## config.mk

```make
export PLATFORM = sky130hd
export DESIGN_NAME = psi_section_ts_packetizer
export DESIGN_NICKNAME = d
export VERILOG_FILES = /design/src/design/psits_pkg.sv /design/src/design/psits_dp.sv /design/src/design/psits_ctrl.sv /design/src/design/psi_section_ts_packetizer.sv
export SDC_FILE = /design/constraint.sdc
export NUM_CORES = 1
export LEC_CHECK = 0
export BUFFER_PORTS_ARGS = -buffer_cell sky130_fd_sc_hd__buf_2
export CAP_MARGIN = 10
export CORE_MARGIN = 3
export CORE_UTILIZATION = 53
export DETAILED_ROUTE_END_ITERATION = 16
export GPL_ROUTABILITY_DRIVEN = 0
export PLACE_DENSITY = 0.8
export SYNTH_ARGS = -nofsm -noshare
export SYNTH_HDL_FRONTEND = slang
export SYNTH_SLANG_ARGS = --single-unit
```

## constraint.sdc

```tcl
create_clock -name clk -period 4.7 [get_ports clk]
set_clock_uncertainty 0.1 [all_clocks]
set_input_delay 0.235 -clock clk [delete_from_list [all_inputs] [get_ports clk]]
set_output_delay 0.235 -clock clk [all_outputs]
set_load 0.01 [all_outputs]
```

## src/design/psits_pkg.sv

```systemverilog
`timescale 1ns / 1ps

package psits_pkg;

	localparam int PID_W      = 13;
	localparam int CC_W       = 4;
	localparam int POS_W      = 8;
	localparam int BYTE_W     = 8;
	localparam int WORD_W     = 32;
	localparam int APB_DATA_W = 32;
	localparam int APB_ADDR_W = 3;

	localparam logic [POS_W-1:0]  PKT_BYTES     = POS_W'(188);
	localparam logic [POS_W-1:0]  HDR_BYTES     = POS_W'(4);
	localparam logic [POS_W-3:0]  LAST_WORD_IDX = (POS_W-2)'(46);
	localparam logic [BYTE_W-1:0] SYNC_BYTE     = 8'h47;
	localparam logic [BYTE_W-1:0] PAD_BYTE      = 8'hFF;
	localparam logic [BYTE_W-1:0] PTR_BYTE      = 8'h00;
	localparam logic [3:0]        AFC_PAYLOAD   = 4'h1;

	// register index, taken from paddr above the byte offset
	localparam logic REG_STREAM_PID = 1'b0;

	typedef enum logic [2:0] {
		OP_NONE,
		OP_HDR,
		OP_BYTE,
		OP_PAD
	} dp_op_t;

	typedef struct packed {
		logic pos_zero;
		logic byte_closes;
		logic pad_closes;
		logic out_free;
	} dp_status_t;

endpackage

```

## src/design/psits_dp.sv

```systemverilog
`timescale 1ns / 1ps

module psits_dp
	import psits_pkg::*;
(
	input  logic              clk,
	input  logic              arst_n,
	input  dp_op_t            op,
	input  logic [PID_W-1:0]  pid,
	input  logic [BYTE_W-1:0] section_byte,
	input  logic              section_end,
	output dp_status_t        status,
	output logic              out_valid,
	input  logic              out_ready,
	output logic [WORD_W-1:0] packet_word,
	output logic              packet_last
);

	logic [CC_W-1:0]   cc_q;
	logic              open_q;
	logic [POS_W-1:0]  pos_q;
	logic [23:0]       buf_q;
	logic              valid_q;
	logic [WORD_W-1:0] word_q;
	logic              last_q;

	logic              emit;
	logic [WORD_W-1:0] word_d;
	logic              last_d;
	logic [CC_W-1:0]   cc_inc;
	logic              byte_closes;
	logic              pad_closes;

	assign cc_inc      = cc_q + CC_W'(1);
	assign byte_closes = (pos_q == PKT_BYTES - POS_W'(1));
	assign pad_closes  = (pos_q[POS_W-1:2] == LAST_WORD_IDX);

	always_comb begin
		emit   = 1'b0;
		word_d = {buf_q, section_byte};
		last_d = 1'b0;
		case (op)
			OP_HDR: begin
				emit   = 1'b1;
				word_d = {SYNC_BYTE, 1'b0, ~open_q, 1'b0, pid[12:8], pid[7:0],
					AFC_PAYLOAD, cc_inc};
			end
			OP_BYTE: begin
				emit   = (pos_q[1:0] == 2'd3);
				last_d = byte_closes;
			end
			OP_PAD: begin
				emit   = 1'b1;
				last_d = pad_closes;
				// fill the rest of the current word with stuffing
				case (pos_q[1:0])
					2'd0:    word_d = {4{PAD_BYTE}};
					2'd1:    word_d = {buf_q[7:0], {3{PAD_BYTE}}};
					2'd2:    word_d = {buf_q[15:0], {2{PAD_BYTE}}};
					default: word_d = {buf_q[23:0], PAD_BYTE};
				endcase
			end
			default: begin
				emit = 1'b0;
			end
		endcase
	end

	always_ff @(posedge clk or negedge arst_n) begin
		if (!arst_n) begin
			cc_q    <= '0;
			open_q  <= 1'b0;
			pos_q   <= '0;
			valid_q <= 1'b0;
		end else begin
			if (emit) begin
				valid_q <= 1'b1;
			end else if (out_ready) begin
				valid_q <= 1'b0;
			end
			case (op)
				OP_HDR: begin
					cc_q   <= cc_inc;
					open_q <= 1'b1;
					// the first byte rides along, behind the pointer byte on a new section
					pos_q  <= HDR_BYTES + (open_q ? POS_W'(1) : POS_W'(2));
				end
				OP_BYTE: begin
					pos_q <= byte_closes ? '0 : pos_q + POS_W'(1);
					if (section_end && byte_closes) begin
						open_q <= 1'b0;
					end
				end
				OP_PAD: begin
					pos_q <= pad_closes ? '0 : {pos_q[POS_W-1:2] + (POS_W-2)'(1), 2'b00};
					if (pad_closes) begin
						open_q <= 1'b0;
					end
				end
				default: begin
					pos_q <= pos_q;
				end
			endcase
		end
	end

	always_ff @(posedge clk) begin
		case (op)
			OP_HDR:  buf_q <= open_q ? {buf_q[15:0], section_byte}
				: {buf_q[7:0], PTR_BYTE, section_byte};
			OP_BYTE: buf_q <= {buf_q[15:0], section_byte};
			default: buf_q <= buf_q;
		endcase
		if (emit) begin
			word_q <= word_d;
			last_q <= last_d;
		end
	end

	assign status.pos_zero    = (pos_q == '0);
	assign status.byte_closes = byte_closes;
	assign status.pad_closes  = pad_closes;
	assign status.out_free    = !valid_q || out_ready;

	assign out_valid   = valid_q;
	assign packet_word = word_q;
	assign packet_last = last_q;

`ifndef ASSERT_OFF
	a_emit_free: assert property (@(posedge clk) disable iff (!arst_n)
		emit |-> (!valid_q || out_ready))
		else $error("word produced while output register is full");

	a_pos_range: assert property (@(posedge clk) disable iff (!arst_n)
		pos_q < PKT_BYTES)
		else $error("packet position out of range");

	a_hdr_pos: assert property (@(posedge clk) disable iff (!arst_n)
		(op == OP_HDR) |-> (pos_q == '0))
		else $error("header started inside a packet");

	a_last_closes: assert property (@(posedge clk) disable iff (!arst_n)
		(emit && last_d) |=> (pos_q == '0))
		else $error("packet end word did not close the packet");
`endif

endmodule

```

## src/design/psits_ctrl.sv

```systemverilog
`timescale 1ns / 1ps

module psits_ctrl
	import psits_pkg::*;
(
	input  logic       clk,
	input  logic       arst_n,
	input  logic       in_valid,
	input  logic       section_end,
	output logic       in_ready,
	input  dp_status_t status,
	output dp_op_t     op
);

	typedef enum logic {
		S_IDLE,
		S_PAD
	} state_t;

	state_t state_q;

	always_comb begin
		op       = OP_NONE;
		in_ready = 1'b0;
		case (state_q)
			S_IDLE: begin
				in_ready = status.out_free;
				// a request with no packet open also puts out the header word
				if (in_valid && status.out_free) begin
					op = status.pos_zero ? OP_HDR : OP_BYTE;
				end
			end
			S_PAD: begin
				if (status.out_free) begin
					op = OP_PAD;
				end
			end
			default: begin
				op = OP_NONE;
			end
		endcase
	end

	always_ff @(posedge clk or negedge arst_n) begin
		if (!arst_n) begin
			state_q <= S_IDLE;
		end else begin
			case (state_q)
				S_IDLE: begin
					if (op == OP_HDR && section_end) begin
						state_q <= S_PAD;
					end else if (op == OP_BYTE && section_end && !status.byte_closes) begin
						state_q <= S_PAD;
					end
				end
				S_PAD: begin
					if (op == OP_PAD && status.pad_closes) begin
						state_q <= S_IDLE;
					end
				end
				default: begin
					state_q <= S_IDLE;
				end
			endcase
		end
	end

endmodule

```

## src/design/psi_section_ts_packetizer.sv

```systemverilog
`timescale 1ns / 1ps

// Packs PSI section bytes into 188-byte transport packets, sent as big-endian
// 32-bit words, 47 per packet, with packet_last on the final word. The byte that
// opens a packet is taken like any other, and its header word goes to the
// output register in the same cycle as that byte; on the first packet of a section
// the zero pointer byte is slotted in with it, so data streams at one byte per
// cycle. After the last byte of a section the packet is stuffed with 0xFF one
// word per cycle while input is held off. All of this is paced by the single
// output register: while it is full and not taken, the sequencer waits. The
// continuity counter runs on across sections; stream_pid sits at byte address 0
// and should be written while idle.
module psi_section_ts_packetizer
	import psits_pkg::*;
(
	input  logic                  clk,
	input  logic                  arst_n,
	input  logic                  psel,
	input  logic                  penable,
	input  logic                  pwrite,
	input  logic [APB_ADDR_W-1:0] paddr,
	input  logic [APB_DATA_W-1:0] pwdata,
	output logic [APB_DATA_W-1:0] prdata,
	output logic                  pready,
	input  logic                  in_valid,
	output logic                  in_ready,
	input  logic [BYTE_W-1:0]     section_byte,
	input  logic                  section_end,
	output logic                  out_valid,
	input  logic                  out_ready,
	output logic [WORD_W-1:0]     packet_word,
	output logic                  packet_last
);

	logic [PID_W-1:0] pid_q;
	dp_op_t           op;
	dp_status_t       status;
	logic             reg_sel;

	assign reg_sel = (paddr[2] == REG_STREAM_PID);
	assign pready  = 1'b1;

	always_ff @(posedge clk or negedge arst_n) begin
		if (!arst_n) begin
			pid_q <= '0;
		end else if (psel && penable && pwrite && reg_sel) begin
			pid_q <= pwdata[PID_W-1:0];
		end
	end

	assign prdata = reg_sel ? {{(APB_DATA_W-PID_W){1'b0}}, pid_q} : '0;

	psits_ctrl u_ctrl (
		.clk         (clk),
		.arst_n      (arst_n),
		.in_valid    (in_valid),
		.section_end (section_end),
		.in_ready    (in_ready),
		.status      (status),
		.op          (op)
	);

	psits_dp u_dp (
		.clk          (clk),
		.arst_n       (arst_n),
		.op           (op),
		.pid          (pid_q),
		.section_byte (section_byte),
		.section_end  (section_end),
		.status       (status),
		.out_valid    (out_valid),
		.out_ready    (out_ready),
		.packet_word  (packet_word),
		.packet_last  (packet_last)
	);

endmodule

```

After elaboration in Yosys (flattened, before gate mapping). Index checks and enable logic that the tools add are counted.

Word-level logic and storage cells: 70. Bits in registers: 85. ROM bits: 0. Latch bits: 0. Input port bits: 51. Memories kept: 0. Output and inout port bits: 68. RAM bits: 0.

Shifts and indexed selects: 0. Div/mod/pow operators: 0. Muxes and demuxes: 25. Reductions and logical operators: 19. Equality and inequality tests: 10. Multiply operators: 0. $add $sub $neg: 4. Bitwise logic cells: 3. Order comparisons: 0.

Operators with widths (count): 32-bit case mux with 3 select lines (1); 32-bit case mux with 2 select lines (1); 24-bit case mux with 2 select lines (1); 24-bit two-way mux (1); 8-bit case mux with 3 select lines (1); 8-bit two-way mux (2); 13-bit two-way mux (1); 1-bit logical AND (9); 3-bit by 8-bit adder with 8-bit output (first input constant) (1); 8-bit by 1-bit adder with 8-bit output (second input constant) (1); 8-bit equality test (second input constant) (1); 8-bit logical NOT (1); 1-bit two-way mux (8); 6-bit by 1-bit adder with 6-bit output (second input constant) (1); 3-bit by 2-bit equality test with 1-bit output (second input constant) (2); 6-bit equality test (second input constant) (1); 2-bit two-way mux (3); 1-bit case mux with 2 select lines (3); 3-bit case mux with 2 select lines (1); 4-bit by 1-bit adder with 4-bit output (second input constant) (1); 2-bit equality test (second input constant) (2); 2-bit by 1-bit != test with 1-bit output (second input constant) (2); 2-bit nonzero test (2); 3-bit by 1-bit equality test with 1-bit output (second input constant) (1); other kinds (10) (13).

Logic depth before layout (Yosys ltp). Gate-level depths: netlist (run 1).

Word-level depth: 11. Depth in mapped cells: 12. Depth with buffers taken out: 11.

Hierarchy. From an unflattened synthesis (run 1), not the netlist that was laid out.

Cells, all modules: 381. Area total of the unflattened synthesis: 4435.5 um^2.

By module, submodules not included: psits_dp (times used 1, area each 3545.9 um^2, cells an instance 305, sequential area each 2062.0 um^2); psi_section_ts_packetizer (times used 1, area each 790.8 um^2, cells an instance 64, sequential area each 325.3 um^2); psits_ctrl (times used 1, area each 98.8 um^2, cells an instance 12, sequential area each 25.0 um^2).

Least setup slack after synthesis (run 1). No wires, ideal clock.

Path type: register -> register. Start: register u_dp.pos_q[0]. End: register u_dp.last_q, in the netlist u_dp.packet_last, enable pin. Data required time: 4.177 ns. Path slack: 0.807 ns. Stages on the path, launching flop included: 11. Path buffers: 1. Setup time: 0.423 ns. Arrival time: 3.369 ns. Period minus slack after synthesis: 3.893 ns. Path through: dfrtp_1 > inv_1 > ha_1 > nor2b_1 > a31oi_4 > nor2_4 > inv_1 > ha_1 > clkbuf_1 > a22oi_1 > nor2_1.

Word-level cells in the longest chain between the ends: 7. Elaborated cells on any way between the ends: 10. Those cells by class: 4 x eq/ne; 4 x mux; 2 x reduce/logical.

RTL lines: start: declaration (RTL line psits_dp.sv:21) `logic [POS_W-1:0] pos_q;`; start signal: assignment (RTL line psits_dp.sv:86) `pos_q <= HDR_BYTES + (open_q ? POS_W'(1) : POS_W'(2));`; start signal: assignment (RTL line psits_dp.sv:89) `pos_q <= byte_closes ? '0 : pos_q + POS_W'(1);`; start signal: assignment (RTL line psits_dp.sv:95) `pos_q <= pad_closes ? '0 : {pos_q[POS_W-1:2] + (POS_W-2)'(1), 2'b00};`; 8-bit logical NOT (RTL line psits_dp.sv:120) `assign status.pos_zero = (pos_q == '0);`; 2-bit two-way mux (RTL line psits_ctrl.sv:30) `op = status.pos_zero ? OP_HDR : OP_BYTE;`; 3-bit two-way mux (RTL line psits_ctrl.sv:29) `if (in_valid && status.out_free) begin`; 3-bit case mux with 2 select lines (RTL line psits_ctrl.sv:25) `case (state_q)`; 3-bit by 2-bit equality test with 1-bit output or 3-bit by 1-bit equality test with 1-bit output (tied branches) (RTL line psits_dp.sv:42) `case (op)`; 2-bit OR reduction (no source line); 1-bit case mux with 2 select lines (*) (RTL line psits_dp.sv:42); named net u_dp.emit (RTL line psits_dp.sv:27) `logic emit;`; end signal: assignment (RTL line psits_dp.sv:116) `last_q <= last_d;`; end: declaration (RTL line psits_dp.sv:25) `logic last_q;`.

The timed path passes the listed nets; every way through them passes the cells marked *. A chain may end at the register's enable or synchronous reset.

Worst setup path after layout (run 1).
Start: register u_dp.pos_q[0]. End: register u_dp.word_q[19], in the netlist u_dp.packet_word[19], enable pin.

Word-level cells in the longest chain between the ends: 7. Elaborated cells on any way between the ends: 10. Those cells by class: 4 x eq/ne; 4 x mux; 2 x reduce/logical.

RTL lines: 8-bit logical NOT (RTL line psits_dp.sv:120); 2-bit two-way mux (RTL line psits_ctrl.sv:30); 3-bit two-way mux (RTL line psits_ctrl.sv:29); 3-bit case mux with 2 select lines (RTL line psits_ctrl.sv:25); 3-bit by 2-bit equality test with 1-bit output or 3-bit by 1-bit equality test with 1-bit output (tied branches) (RTL line psits_dp.sv:42); 2-bit OR reduction (no source line); 1-bit case mux with 2 select lines (*) (RTL line psits_dp.sv:42); named net u_dp.emit (RTL line psits_dp.sv:27); end signal: assignment (RTL line psits_dp.sv:115) `word_q <= word_d;`; end: declaration (RTL line psits_dp.sv:24) `logic [WORD_W-1:0] word_q;`.

Marked as above.

==> summary by stage, run 1 <==
Job
Across the run, the number of max-cap violations was 0.

STA
Setup repair after global routing left no endpoint under its margin. The final hold violation count came to 0. The number of pins with negative max-slew slack in the final report was 0. The final worst hold slack is 0.00143 ns. The share of the clock period used by the worst path after layout is 80.6%. The worst path meets setup with 0.911 ns of slack. Setup violations remaining at the end of the flow were counted as 0.

The final-layout setup total negative slack is 0 ns. Headroom to the max-slew limit came out at 33.5%. At the pin with the least slew margin, the transition time is 0.990 ns. The highest achievable clock rate is 264 MHz. The clock period minus final worst setup slack is 3.79 ns.

Yosys
The share of synthesized area spent on multiplexers is 5.37%. After synthesis, the largest family of logic cells by area is compound AO/OA/AOI/OAI gates. The post-synthesis share of cell area spent on xor and xnor gates is 1.14%. The number of enable-type register cells in the synthesized netlist is 57.

Counting flops and latches in the post-synthesis netlist gives 85. The share of synthesized area occupied by flip-flops and latches is 52.2%. In this run the cell area of the synthesized design comes to 4620 sq um. The share of async-settable or async-resettable flops after synthesis is 32.9%. The cell count after synthesis came out at 413. The distinct cell type count of the synthesized netlist is 53. By area the synthesized netlist is led by sky130_fd_sc_hd__edfxtp_1, sky130_fd_sc_hd__dfrtp_1, sky130_fd_sc_hd__mux2_2. The share of Yosys cell area claimed by the top area cell type is 37.1%. The area fraction in and, or, nand and nor cells after synthesis is 12.9%. The arithmetic-cell share of the synthesized area counting full adders, half adders and majority gates is 3.52%. The synthesized area per cell is 11.2 sq um.

The synthesized netlist devotes 17.6% of its cell area to compound gates. In the synthesized netlist the dominant register cell turns out to be sky130_fd_sc_hd__edfxtp_1. The number of warnings printed during yosys synthesis is 0. Of all cell types, the one taking the most synthesized area is sky130_fd_sc_hd__edfxtp_1.

Clock tree
After clock tree synthesis, the clock-pin slew on the worst setup and hold paths is 0.10 ns. TritonCTS built the clock tree. The count of H-tree levels built during CTS is 3.

Clock latency on the worst-skew pair, taken at its later pin, is 0.35 ns. The number of clock buffers inserted by TritonCTS is 9. The number of buffers on the longest clock path is 2. The clock root buffer master is sky130_fd_sc_hd__clkbuf_8.

The number of sinks handled by clock tree synthesis is 85.

Pwr
The total power consumption of the routed design is 3.74 mW. The static power due to leakage is 2.15 nW. The total power density per cell area is 705 nW/um^2. The highest ir drop seen on vdd is 0.000331 V.

Floorplanning
In this run the vertical extent of the chip is 99.3 microns. The width of the die is 99.3 microns. For this configuration, the core starts out at a cell density of 55.4%. The area inside the core boundary is 8340 sq um. For this design the top-level I/O count stands at 119. The row count is 33. The die covers 9870 sq um.

Cells and area
The final design area excluding fillers is 5300 sq um. Measured on the finished design, the core utilization comes to 63.5%. The final cell count without fillers is 599. Compared with the post-synthesis result, the final layout area differs by 14.8%.

The post-route netlist has 27.7% of its cells at a drive strength greater than 1. The final layout contains 553 nets. The number of antenna diodes in the final layout is 0.

Detailed routing
In this run the remaining antenna-violating nets after routing total 0. The detailed-route via count is 3547. For this run, the detailed router's first-pass iteration total came to 5.

After detailed routing, the number of remaining DRC violations is 0. Dividing the detail-routed via count by the number of cells gives 5.92. Dividing the detail-routed wire length by the instance count gives 17.5 microns.

The total wire length after detailed routing is 10500 microns. In this run, the number of DRC markers left after iteration 0 of detailed routing was 231.

Outcome
The run finished with clean final reports.

Min path
The min-delay analysis places its worst path in the category input pin to flop.

GRT
The wire length of the first global-routing pass is 16900 microns. Global routing finished with a remaining overflow of 0. Across every metal layer, demand over resource in global routing totals 21.6%.

Entering global routing, the biggest net connects 29 pins. The number of antenna violations at the first check in global routing came to 0. The number of global-route vias before repair was 3391.

Placement
The total cell area at the placement stage is 4990 sq um. The number of placed instances, taps included, is 573. The placement-stage worst setup slack is 0.986 ns. The number of buffers added on ports is 77. Detailed placement ended at an HPWL of 7240 microns.

Critical path
The arrival time of the worst setup path is 3.74 ns. STA classifies the critical path startpoint as a flop. STA classifies the critical path endpoint as a flop.

The category of the most critical setup path is flop to flop. Along the worst path, the maximum fanout reaches 27. At the worst endpoint, the required time is 4.65 ns.
==> power by group <==
| group | internal (mW) | total [mW] | switching [mW] |
|---|---|---|---|
| combinational | 0.674 | 1.68 | 1.00 |
| clock | 0.264 | 0.538 | 0.274 |
| sequential | 1.30 | 1.53 | 0.225 |
| total | 2.24 | 3.74 | 1.50 |
==> flip-flops by register name (all words and copies together), names as in the netlist, 4 cells and up <==
signal	flops
pid_q	13
u_dp.buf_q	24
u_dp.cc_q	4
u_dp.packet_word	32
u_dp.pos_q	8
==> worst max-delay path, cell delays in order, from the launching register on <==
cell and delay (ns):
sky130_fd_sc_hd__dfrtp_1 0.45, sky130_fd_sc_hd__inv_1 0.13, sky130_fd_sc_hd__ha_1 0.33, sky130_fd_sc_hd__nor2b_1 0.22
sky130_fd_sc_hd__a31oi_4 0.71, sky130_fd_sc_hd__nor2_4 0.07, sky130_fd_sc_hd__inv_1 0.19, sky130_fd_sc_hd__ha_1 0.40
sky130_fd_sc_hd__a22oi_1 0.19, sky130_fd_sc_hd__nor2_2 0.42, sky130_fd_sc_hd__buf_12 0.25
==> cell usage after synthesis (13+ instances only) <==
cell type                   number
sky130_fd_sc_hd__nor2_1         17
sky130_fd_sc_hd__buf_4          23
sky130_fd_sc_hd__nor2b_1        25
sky130_fd_sc_hd__mux2_2         22
sky130_fd_sc_hd__dfrtp_1        28
sky130_fd_sc_hd__clkbuf_1       16
sky130_fd_sc_hd__ha_1           13
sky130_fd_sc_hd__o21ai_0        20
sky130_fd_sc_hd__a21oi_1        25
sky130_fd_sc_hd__a2bb2oi_1      14
sky130_fd_sc_hd__edfxtp_1       57
sky130_fd_sc_hd__nand2_1        41
==> layout by cell type, fill, tap and decap left out, types with 2 or more instances in the layout <==
cell type,n
sky130_fd_sc_hd__mux2_2,22
sky130_fd_sc_hd__nand3_1,8
sky130_fd_sc_hd__nor2b_1,24
sky130_fd_sc_hd__or2_2,2
sky130_fd_sc_hd__nand2b_1,5
sky130_fd_sc_hd__nand2_1,41
sky130_fd_sc_hd__a21oi_1,25
sky130_fd_sc_hd__a221oi_1,5
sky130_fd_sc_hd__edfxtp_1,57
sky130_fd_sc_hd__nor3_1,5
sky130_fd_sc_hd__conb_1,20
sky130_fd_sc_hd__xnor2_1,4
sky130_fd_sc_hd__clkinv_4,2
sky130_fd_sc_hd__inv_1,7
sky130_fd_sc_hd__a211oi_1,2
sky130_fd_sc_hd__dlygate4sd3_1,10
sky130_fd_sc_hd__a31oi_1,10
sky130_fd_sc_hd__buf_4,8
sky130_fd_sc_hd__o32ai_2,2
sky130_fd_sc_hd__ha_1,13
sky130_fd_sc_hd__a22oi_1,4
sky130_fd_sc_hd__nor2_1,16
sky130_fd_sc_hd__xor2_1,2
sky130_fd_sc_hd__dfrtp_1,28
sky130_fd_sc_hd__a2bb2oi_1,14
sky130_fd_sc_hd__clkbuf_8,10
sky130_fd_sc_hd__o32ai_1,10
sky130_fd_sc_hd__nand4_1,2
sky130_fd_sc_hd__o31ai_1,10
sky130_fd_sc_hd__o21ai_0,20
sky130_fd_sc_hd__buf_2,77
==> per-layer routing <==
metal / up-vias / routed length [microns] / track usage [%]
met3: 20 / 647 / 2.31
li1: 1644 / - / -
met4: 0 / 228 / 8.82
met5: - / 0 / 0
met1: 1729 / 4230 / 29.1
met2: 154 / 5350 / 35.9
==> logic make-up (layout without fill, tap and decap cells) <==
| family | count (synthesis) | count (layout) |
|---|---|---|
| AOI/OAI and AO/OA | 114 | 114 |
| muxes | 22 | 22 |
| xor gates and xnor gates | 6 | 6 |
| other | 2 | 20 |
| and+or+nand+nor | 114 | 114 |
| adders and majority gates | 13 | 13 |
| DFF | 85 | 85 |
| buffers and inverters | 57 | 120 |
==> layout make-up <==
cell class	instances	area, sq um
Fill cell	665	3040
Sequential cell	85	2410
Multi-Input combinational cell	289	1950
Timing Repair Buffer	96	566
Clock buffer	10	138
Tap cell	105	131
Clock inverter	6	70.1
Inverter	8	30.0
==> final timing paths <==
path	to	start	cells past startpoint	slack, ns
max	u_dp.packet_word[19]	u_dp.pos_q[0]	10	0.91
min	pid_q[11]	pwdata[11]	2	0.001
max reg2reg	u_dp.packet_word[19]	u_dp.pos_q[0]	10	0.91
min reg2reg	u_dp.cc_q[3]	u_dp.cc_q[3]	1	0.39
max in group asynchronous	u_dp.pos_q[7]	arst_n	2	3.72
min in group asynchronous	pid_q[6]	arst_n	2	0.33
==> repair_timing <==
action                     in CTS  in global routing
setup endpoints to repair       0                  0
gates resized for setup         0                  0
hold buffers                    9                  1
hold endpoints to repair       36                  1
buffers inserted                0                  0
(Power assumes the default switching activity.)
==> inputs of run 2 (changes only) <==
--- a/config.mk
+++ b/config.mk
@@ -8,10 +8,10 @@
 export BUFFER_PORTS_ARGS = -buffer_cell sky130_fd_sc_hd__buf_2
 export CAP_MARGIN = 10
 export CORE_MARGIN = 3
-export CORE_UTILIZATION = 53
+export CORE_UTILIZATION = 48
 export DETAILED_ROUTE_END_ITERATION = 16
 export GPL_ROUTABILITY_DRIVEN = 0
-export PLACE_DENSITY = 0.8
+export PLACE_DENSITY = 0.76
 export SYNTH_ARGS = -nofsm -noshare
 export SYNTH_HDL_FRONTEND = slang
 export SYNTH_SLANG_ARGS = --single-unit
==> constraint.sdc (replaced) <==
create_clock -name clk -period 3.33 [get_ports clk]
set_clock_uncertainty 0.1 [all_clocks]
set_input_delay 0.1665 -clock clk [delete_from_list [all_inputs] [get_ports clk]]
set_output_delay 0.1665 -clock clk [all_outputs]
set_load 0.01 [all_outputs]
==> run 2 against run 1 <==
Net effect: worst hold slack better by 0.28 ns; register-to-register slack worse by 0.68 ns; global-route usage is 1.3 points lower; wire length is 4.6% higher; first-iteration DRC count is 19% lower; via count is 0.82% higher; core utilization is 4.5 points lower; die area is 9.8% higher; critical path type unchanged; largest power group unchanged; highest routed layer unchanged.
==> summary by stage, run 2 (same netlist as run 1, synthesis figures left out) <==
GRT
After global routing the overflow that remains totals 0. The number of global-route vias before repair is 3474. The first global-routing pass estimated 17700 microns of wire.

The number of antenna violations at the first check in global routing is 0. The total track usage is 20.3%. The pin count of the biggest net entering global routing is 34.

Clock tree
The clock root buffer master is sky130_fd_sc_hd__clkbuf_8. TritonCTS built the clock tree. The buffer count from post-CTS setup fixing is 0. The tree built by TritonCTS fans out to 85 sinks.

The H-tree was split into 3 levels. In this run the deepest clock path goes through 2 buffers. The clock reaches the later pin of the worst-skew pair after 0.36 ns.

The number of gates resized after CTS was 0. The number of hold buffers added after CTS was 23. The number of clock buffers inserted by TritonCTS is 9.

The clock-pin slew on the worst setup and hold paths is 0.09 ns.

STA
The final hold violation count is 0. The worst pin sits at a relative slew slack of 38.8%. The share of the clock period used by the worst path after layout is 92.9%.

The highest achievable clock rate is 323 MHz. Setup repair after global routing left no endpoint under its margin. After routing, the total negative slack on setup checks comes to 0 ns. The number of pins with negative max-slew slack in the final report came to 0. Setup violations remaining at the end of the flow were counted as 0. The slew at the pin with the worst max-slew slack is 0.915 ns. The clock period minus final worst setup slack is 3.09 ns.

Critical path
The endpoint kind of the worst setup timing path is a flop. In this design, the stage delay of the slowest critical-path cell is 0.45 ns. The required time of the critical path is 3.40 ns. The category of the most critical setup path is flop to flop.

The number of buffers and inverters on the critical path is 3. Counting cells, the worst reg-to-reg path comes to 10. The worst setup slack for register-to-register paths is 0.24 ns. The cell family contributing the most delay on the critical path is buffers and inverters. Walking the worst path, the cells encountered are inv_1 > ha_1 > nor2b_1 > a31oi_4 > nor2_4 > buf_4 > ha_1 > buf_4 > nand2_1 > a2bb2oi_1. STA classifies the critical path startpoint as a flop. The worst register-to-register path begins at u_dp.pos_q[0]. The critical path depth in cells is 10. The arrival time of the worst setup path is 3.16 ns.

The worst register-to-register path ends at u_dp.packet_word[17]. Of all nets on the critical path, the largest fanout is 20. The most critical setup path has its startpoint at u_dp.pos_q[0]. The slowest stage of the critical path is the sky130_fd_sc_hd__dfrtp_1 cell. In this run the worst setup path terminates at u_dp.packet_word[17].

Min path
The class of the tightest hold or removal check is input pin to asynchronous set/reset pin.

Floorplanning
The row count is 35. The die height is 104 microns. The core region is 9280 sq um. The starting density of the core is 49.7%. The floorplan step defined a die boundary enclosing 10800 sq um. From left edge to right edge, the die measures 104 microns. For this design the top-level I/O count stands at 119.

Pwr
In this run the static leakage power is 2.23 nW. The total power consumption of the routed design is 5.30 mW. The total power density per cell area is 968 nW/um^2. Across the VDD grid, the largest voltage drop is 0.000415 V.

Detailed routing
The total wire length after detailed routing is 10900 microns. Summing over every cut layer, the via total after detailed routing is 3576. The first-iteration detailed-routing DRC count is 188.

The number of nets with antenna violations after detailed routing is 0. The number of vias per cell after detailed routing is 5.58. In the routed design, unresolved DRC markers number 0. In the final routed layout, each cell accounts on average for 17.1 microns.

The iteration count of the initial detailed-routing pass is 4.

Cells and area
In the final design database the tool counted 571 nets. The signed area change from the synthesized netlist to the final layout is 18.7%. In the final layout, the share of cells above drive strength 1 is 27.5%. The leading cell type in the layout, fill and taps excluded is sky130_fd_sc_hd__buf_2.

In the layout the commonest cells are sky130_fd_sc_hd__buf_2, sky130_fd_sc_hd__edfxtp_1, sky130_fd_sc_hd__nand2_1. The register with the most flip-flops in the layout has 32 of them. The number of antenna diodes in the final layout is 0.

Placement
Buffers placed on the I/O ports in this run total 77. Once detailed placement completed, the half-perimeter wirelength came to 7360 microns.

Outcome
The run finished with clean final reports.

Job
Max-cap violations in this run came to 0.
==> run 2: how the worst min path moves through the flow <==
stage                     endpoint  startpoint  cells past startpoint
5_1_grt                  pid_q[12]      arst_n                      2
2_1_floorplan             pid_q[0]      arst_n                      0
3_5_place_dp         u_dp.pos_q[5]      arst_n                      1
6_report                 pid_q[12]      arst_n                      2
3_3_place_gp              pid_q[1]      arst_n                      1
4_1_cts        u_dp.packet_word[1]   out_ready                      4
==> run 2: worst register-to-register path: stages, from the launching register on <==
cell and delay, ns:
sky130_fd_sc_hd__dfrtp_1 0.45, sky130_fd_sc_hd__inv_1 0.15, sky130_fd_sc_hd__ha_1 0.20, sky130_fd_sc_hd__nor2b_1 0.32, sky130_fd_sc_hd__a31oi_4 0.14, sky130_fd_sc_hd__nor2_4 0.19
sky130_fd_sc_hd__buf_4 0.28, sky130_fd_sc_hd__ha_1 0.41, sky130_fd_sc_hd__buf_4 0.31, sky130_fd_sc_hd__nand2_1 0.09, sky130_fd_sc_hd__a2bb2oi_1 0.27
==> run 2: area by class of cell <==
cell class | instances | area [sq um]
Fill cell | 800 | 3800
Clock buffer | 10 | 128
Tap cell | 129 | 161
Sequential cell | 85 | 2410
Clock inverter | 6 | 70.1
Inverter | 8 | 30.0
Multi-Input combinational cell | 289 | 1960
Timing Repair Buffer | 114 | 721
==> run 2: per-layer routing <==
| layer | vias up | GRT usage (%) | wire length (microns) |
|---|---|---|---|
| met1 | 1736 | 26.2 | 4570 |
| met4 | 0 | 8.07 | 259 |
| met2 | 142 | 34.0 | 5520 |
| met5 | - | 0 | 0 |
| li1 | 1676 | - | - |
| met3 | 22 | 3.72 | 588 |
==> run 2: per-stage QoR <==
| stage | area, sq um | utilization, % | hold slack, ns | setup WS, ns | cells |
|---|---|---|---|---|---|
| 6_report | 5480 | 59.0 | 0.281 | 0.235 | 641 |
| 3_5_place_dp | 5050 | 54.4 | 0.158 | 0.310 | 602 |
| 3_3_place_gp | 5050 | 54.4 | 0.137 | 0.386 | 602 |
| 5_1_grt | 5480 | 59.0 | 0.312 | 0.00225 | 641 |
| 2_1_floorplan | 4690 | - | -0.229 | 0.208 | 431 |
| 4_1_cts | 5480 | 59.0 | 0.271 | 0.297 | 641 |
==> run 2: power breakdown <==
group          internal [mW]  switching (mW)
Sequential              1.83           0.310
Clock                  0.355           0.389
Combinational          0.975            1.44
Total                   3.16            2.14
==> inputs of run 3 (changes only) <==
--- a/config.mk
+++ b/config.mk
@@ -11,7 +11,7 @@
 export CORE_UTILIZATION = 48
 export DETAILED_ROUTE_END_ITERATION = 16
 export GPL_ROUTABILITY_DRIVEN = 0
-export PLACE_DENSITY = 0.76
+export PLACE_DENSITY_LB_ADDON = 0.08
 export SYNTH_ARGS = -nofsm -noshare
 export SYNTH_HDL_FRONTEND = slang
 export SYNTH_SLANG_ARGS = --single-unit
==> run 3 against run 2 <==
Net effect: non-clock buffer count is 3 higher; clock power is 0.8% higher; critical path type unchanged; sequential share of layout area is 0.33 points lower; flip-flop and latch count stayed put.
==> summary by stage, run 3 (same netlist as run 1, synthesis figures left out) <==
Outcome
The flow ran to the end, and the final reports show no timing, DRC or antenna violations.

Clock tree
Buffers inserted during clock tree synthesis total 9. TritonCTS built the clock tree. The tree is rooted in a sky130_fd_sc_hd__clkbuf_8. Clock tree synthesis found a total of 85 sinks.

The H-tree was split into 3 levels. The worst-skew pair later-pin latency is 0.35 ns. The clock passes through at most 2 buffers. The buffer count from post-CTS setup fixing is 0. The clock-pin slew on the worst setup and hold paths is 0.09 ns.

Detailed routing
In this run the remaining antenna-violating nets after routing total 0. The detailed router finished its first iteration with 250 violations. The iteration count of the initial detailed-routing pass is 4.

The final routed DRC violation total is 0. The uppermost layer routed is met4. The final routed wire length divided by cell count is 17.4 microns. The total wire length after detailed routing is 11200 microns. In the final routing, the length of wire on met1 measures 5000 microns. The routed length on met2 is 5570 microns. The number of vias per cell after detailed routing is 5.45. The amount of wire on met3 after detailed routing is 558 microns. The final route contains 3512 vias.

STA
Adding up every negative setup slack in the final design gives 0 ns. Setup repair after global routing left no endpoint under its margin. Setup violations remaining at the end of the flow were counted as 0. The worst pin sits at a relative slew slack of 36.2%. The highest achievable clock rate is 327 MHz.

Across all hold checks on the routed design, the worst slack comes to 0.277 ns. The clock period minus final worst setup slack is 3.06 ns. The share of the clock period used by the worst path after layout is 92.0%. At the pin with the least slew margin, the transition time is 0.955 ns. The final hold violation count is 0. The number of pins with negative max-slew slack in the final report is 0.

Cells and area
The number of flip-flops in the largest register is 32. The multi-input combinational cells in the finished layout cover a total of 1960 sq um. The area taken by flip-flops and latches is 2410 sq um. Leaving out fill and tap cells, the most frequent cells in the layout are sky130_fd_sc_hd__buf_2, sky130_fd_sc_hd__edfxtp_1, sky130_fd_sc_hd__nand2_1. The layout cell share with drive strength beyond 1 is 28.3%.

The leading cell type in the layout, fill and taps excluded is sky130_fd_sc_hd__buf_2. From synthesis to final layout, the design area changed by 19.6%. 0 antenna diodes ended up in the layout. After filler insertion, the fill cell instance count of the layout stands at 824. Cells fill 59.5% of the core in the end. Excluding fillers, the count of instances in the completed layout stands at 644. The number of nets in the final layout is 574.

Pwr
The net switching power figure is 2.15 mW. The combinational share of power is 46.4%. Summed over all cells, the static leakage comes to 2.25 nW. The internal power component is 3.22 mW. Of the total power, the share spent switching nets is 40.0%.

The share of power burned in registers is 39.6%. The total power consumption of the routed design is 5.37 mW. For this design the ratio of total power to cell area is 972 nW/um^2. IR analysis of the VDD net gives a maximum drop of 0.000401 V. The portion of total power attributed to the clock network is 14.0%.

Min path
The class of the tightest hold or removal check is input pin to asynchronous set/reset pin.

GRT
The number of antenna violations at the first check in global routing is 0. The number of global-route vias before repair is 3385. For this run the aggregate overflow at the end of global routing stands at 0.

Entering global routing, the biggest net connects 34 pins. The first global-routing pass estimated 18000 microns of wire. The total track usage is 20.9%.

Placement
Input and output buffers added on the ports amount to 77. The placed wire-length estimate after detailed placement is 7610 microns. After detailed placement, the design holds a cell count of 605.

Floorplanning
The initialized floorplan defines 35 standard-cell rows. In this run the horizontal extent of the chip is 104 microns. 119 I/O pins were placed. The floorplan step defined a die boundary enclosing 10800 sq um. The die is 104 microns tall.

The starting density of the core is 49.7%. The area inside the core boundary is 9280 sq um.

Critical path
The maximum fanout encountered on the critical timing path is 33. The worst setup path is of the flop to flop kind. The worst setup slack for register-to-register paths is 0.27 ns.

The endpoint kind of the worst setup timing path is a flop. The required time of the critical path is 3.21 ns. The critical register-to-register path startpoint is u_dp.pos_q[0].

The arrival time of the worst setup path is 2.94 ns. The start point of the critical path is u_dp.pos_q[0]. STA classifies the critical path startpoint as a flop.

Job
Across the run, the number of max-cap violations was 0.
-- run 3: cell types whose count changed in the layout (fill, tap and decap cells not counted), sizes merged --
cell | before | now
clkinv | 3 | 2
clkinvlp | 0 | 1
buf | 91 | 94
-- run 3: per-layer routing --
metal  up-vias  GRT usage (%)
met5         -              0
met4         0           6.46
met3         6           2.42
met2       104           35.6
met1      1712           28.0
li1       1690              -
-- run 3: worst max-delay path: stages, from the launching register on --
cell and delay (ns):
sky130_fd_sc_hd__dfrtp_1 0.45, sky130_fd_sc_hd__inv_1 0.15, sky130_fd_sc_hd__ha_1 0.24, sky130_fd_sc_hd__nor2b_1 0.17, sky130_fd_sc_hd__a31oi_4 0.23, sky130_fd_sc_hd__nor2_4 0.05
sky130_fd_sc_hd__inv_1 0.14, sky130_fd_sc_hd__ha_1 0.22, sky130_fd_sc_hd__a22oi_1 0.15, sky130_fd_sc_hd__nor2_4 0.77
-- run 3: cell type report --
type,count,share of cell area [%]
tap,129,2.92
timing repair buffer,117,13.7
multi-input combinational,289,35.5
sequential,85,43.7
clock inverter,6,1.27
clock buffer,10,2.31
inverter,8,0.612
-- run 3: per-stage QoR --
step	instance area, sq um	setup WS (ns)
floorplan	4690	0.208
global placement	5090	0.367
detailed placement	5090	0.311
CTS	5520	0.253
global route	5520	0.0372
finish	5520	0.268
-- run 3: final timing paths --
check,end,depth (start not counted)
max reg2reg,u_dp.packet_word[14],9
max,u_dp.packet_word[14],9
min reg2reg,u_dp.cc_q[3],1
max in group asynchronous,u_dp.pos_q[0],2
min in group clk,u_dp.packet_word[2],4
min,pid_q[11],2
-- run 3: what timing repair did --
action	4_1_cts	5_1_grt
setup endpoints to repair	0	4
hold endpoints to repair	51	0
hold buffers	23	0
resized for setup	0	2
-- run 3: power groups by stage --
stage | Combinational [mW] | Clock [mW] | Sequential [mW]
after floorplan | 1.56 | 0 | 2.20
after global placement | 2.44 | 0 | 2.13
after detailed placement | 2.46 | 0 | 2.15
after CTS | 2.49 | 0.770 | 2.13
after global routing | 2.75 | 0.807 | 2.19
final | 2.49 | 0.751 | 2.13
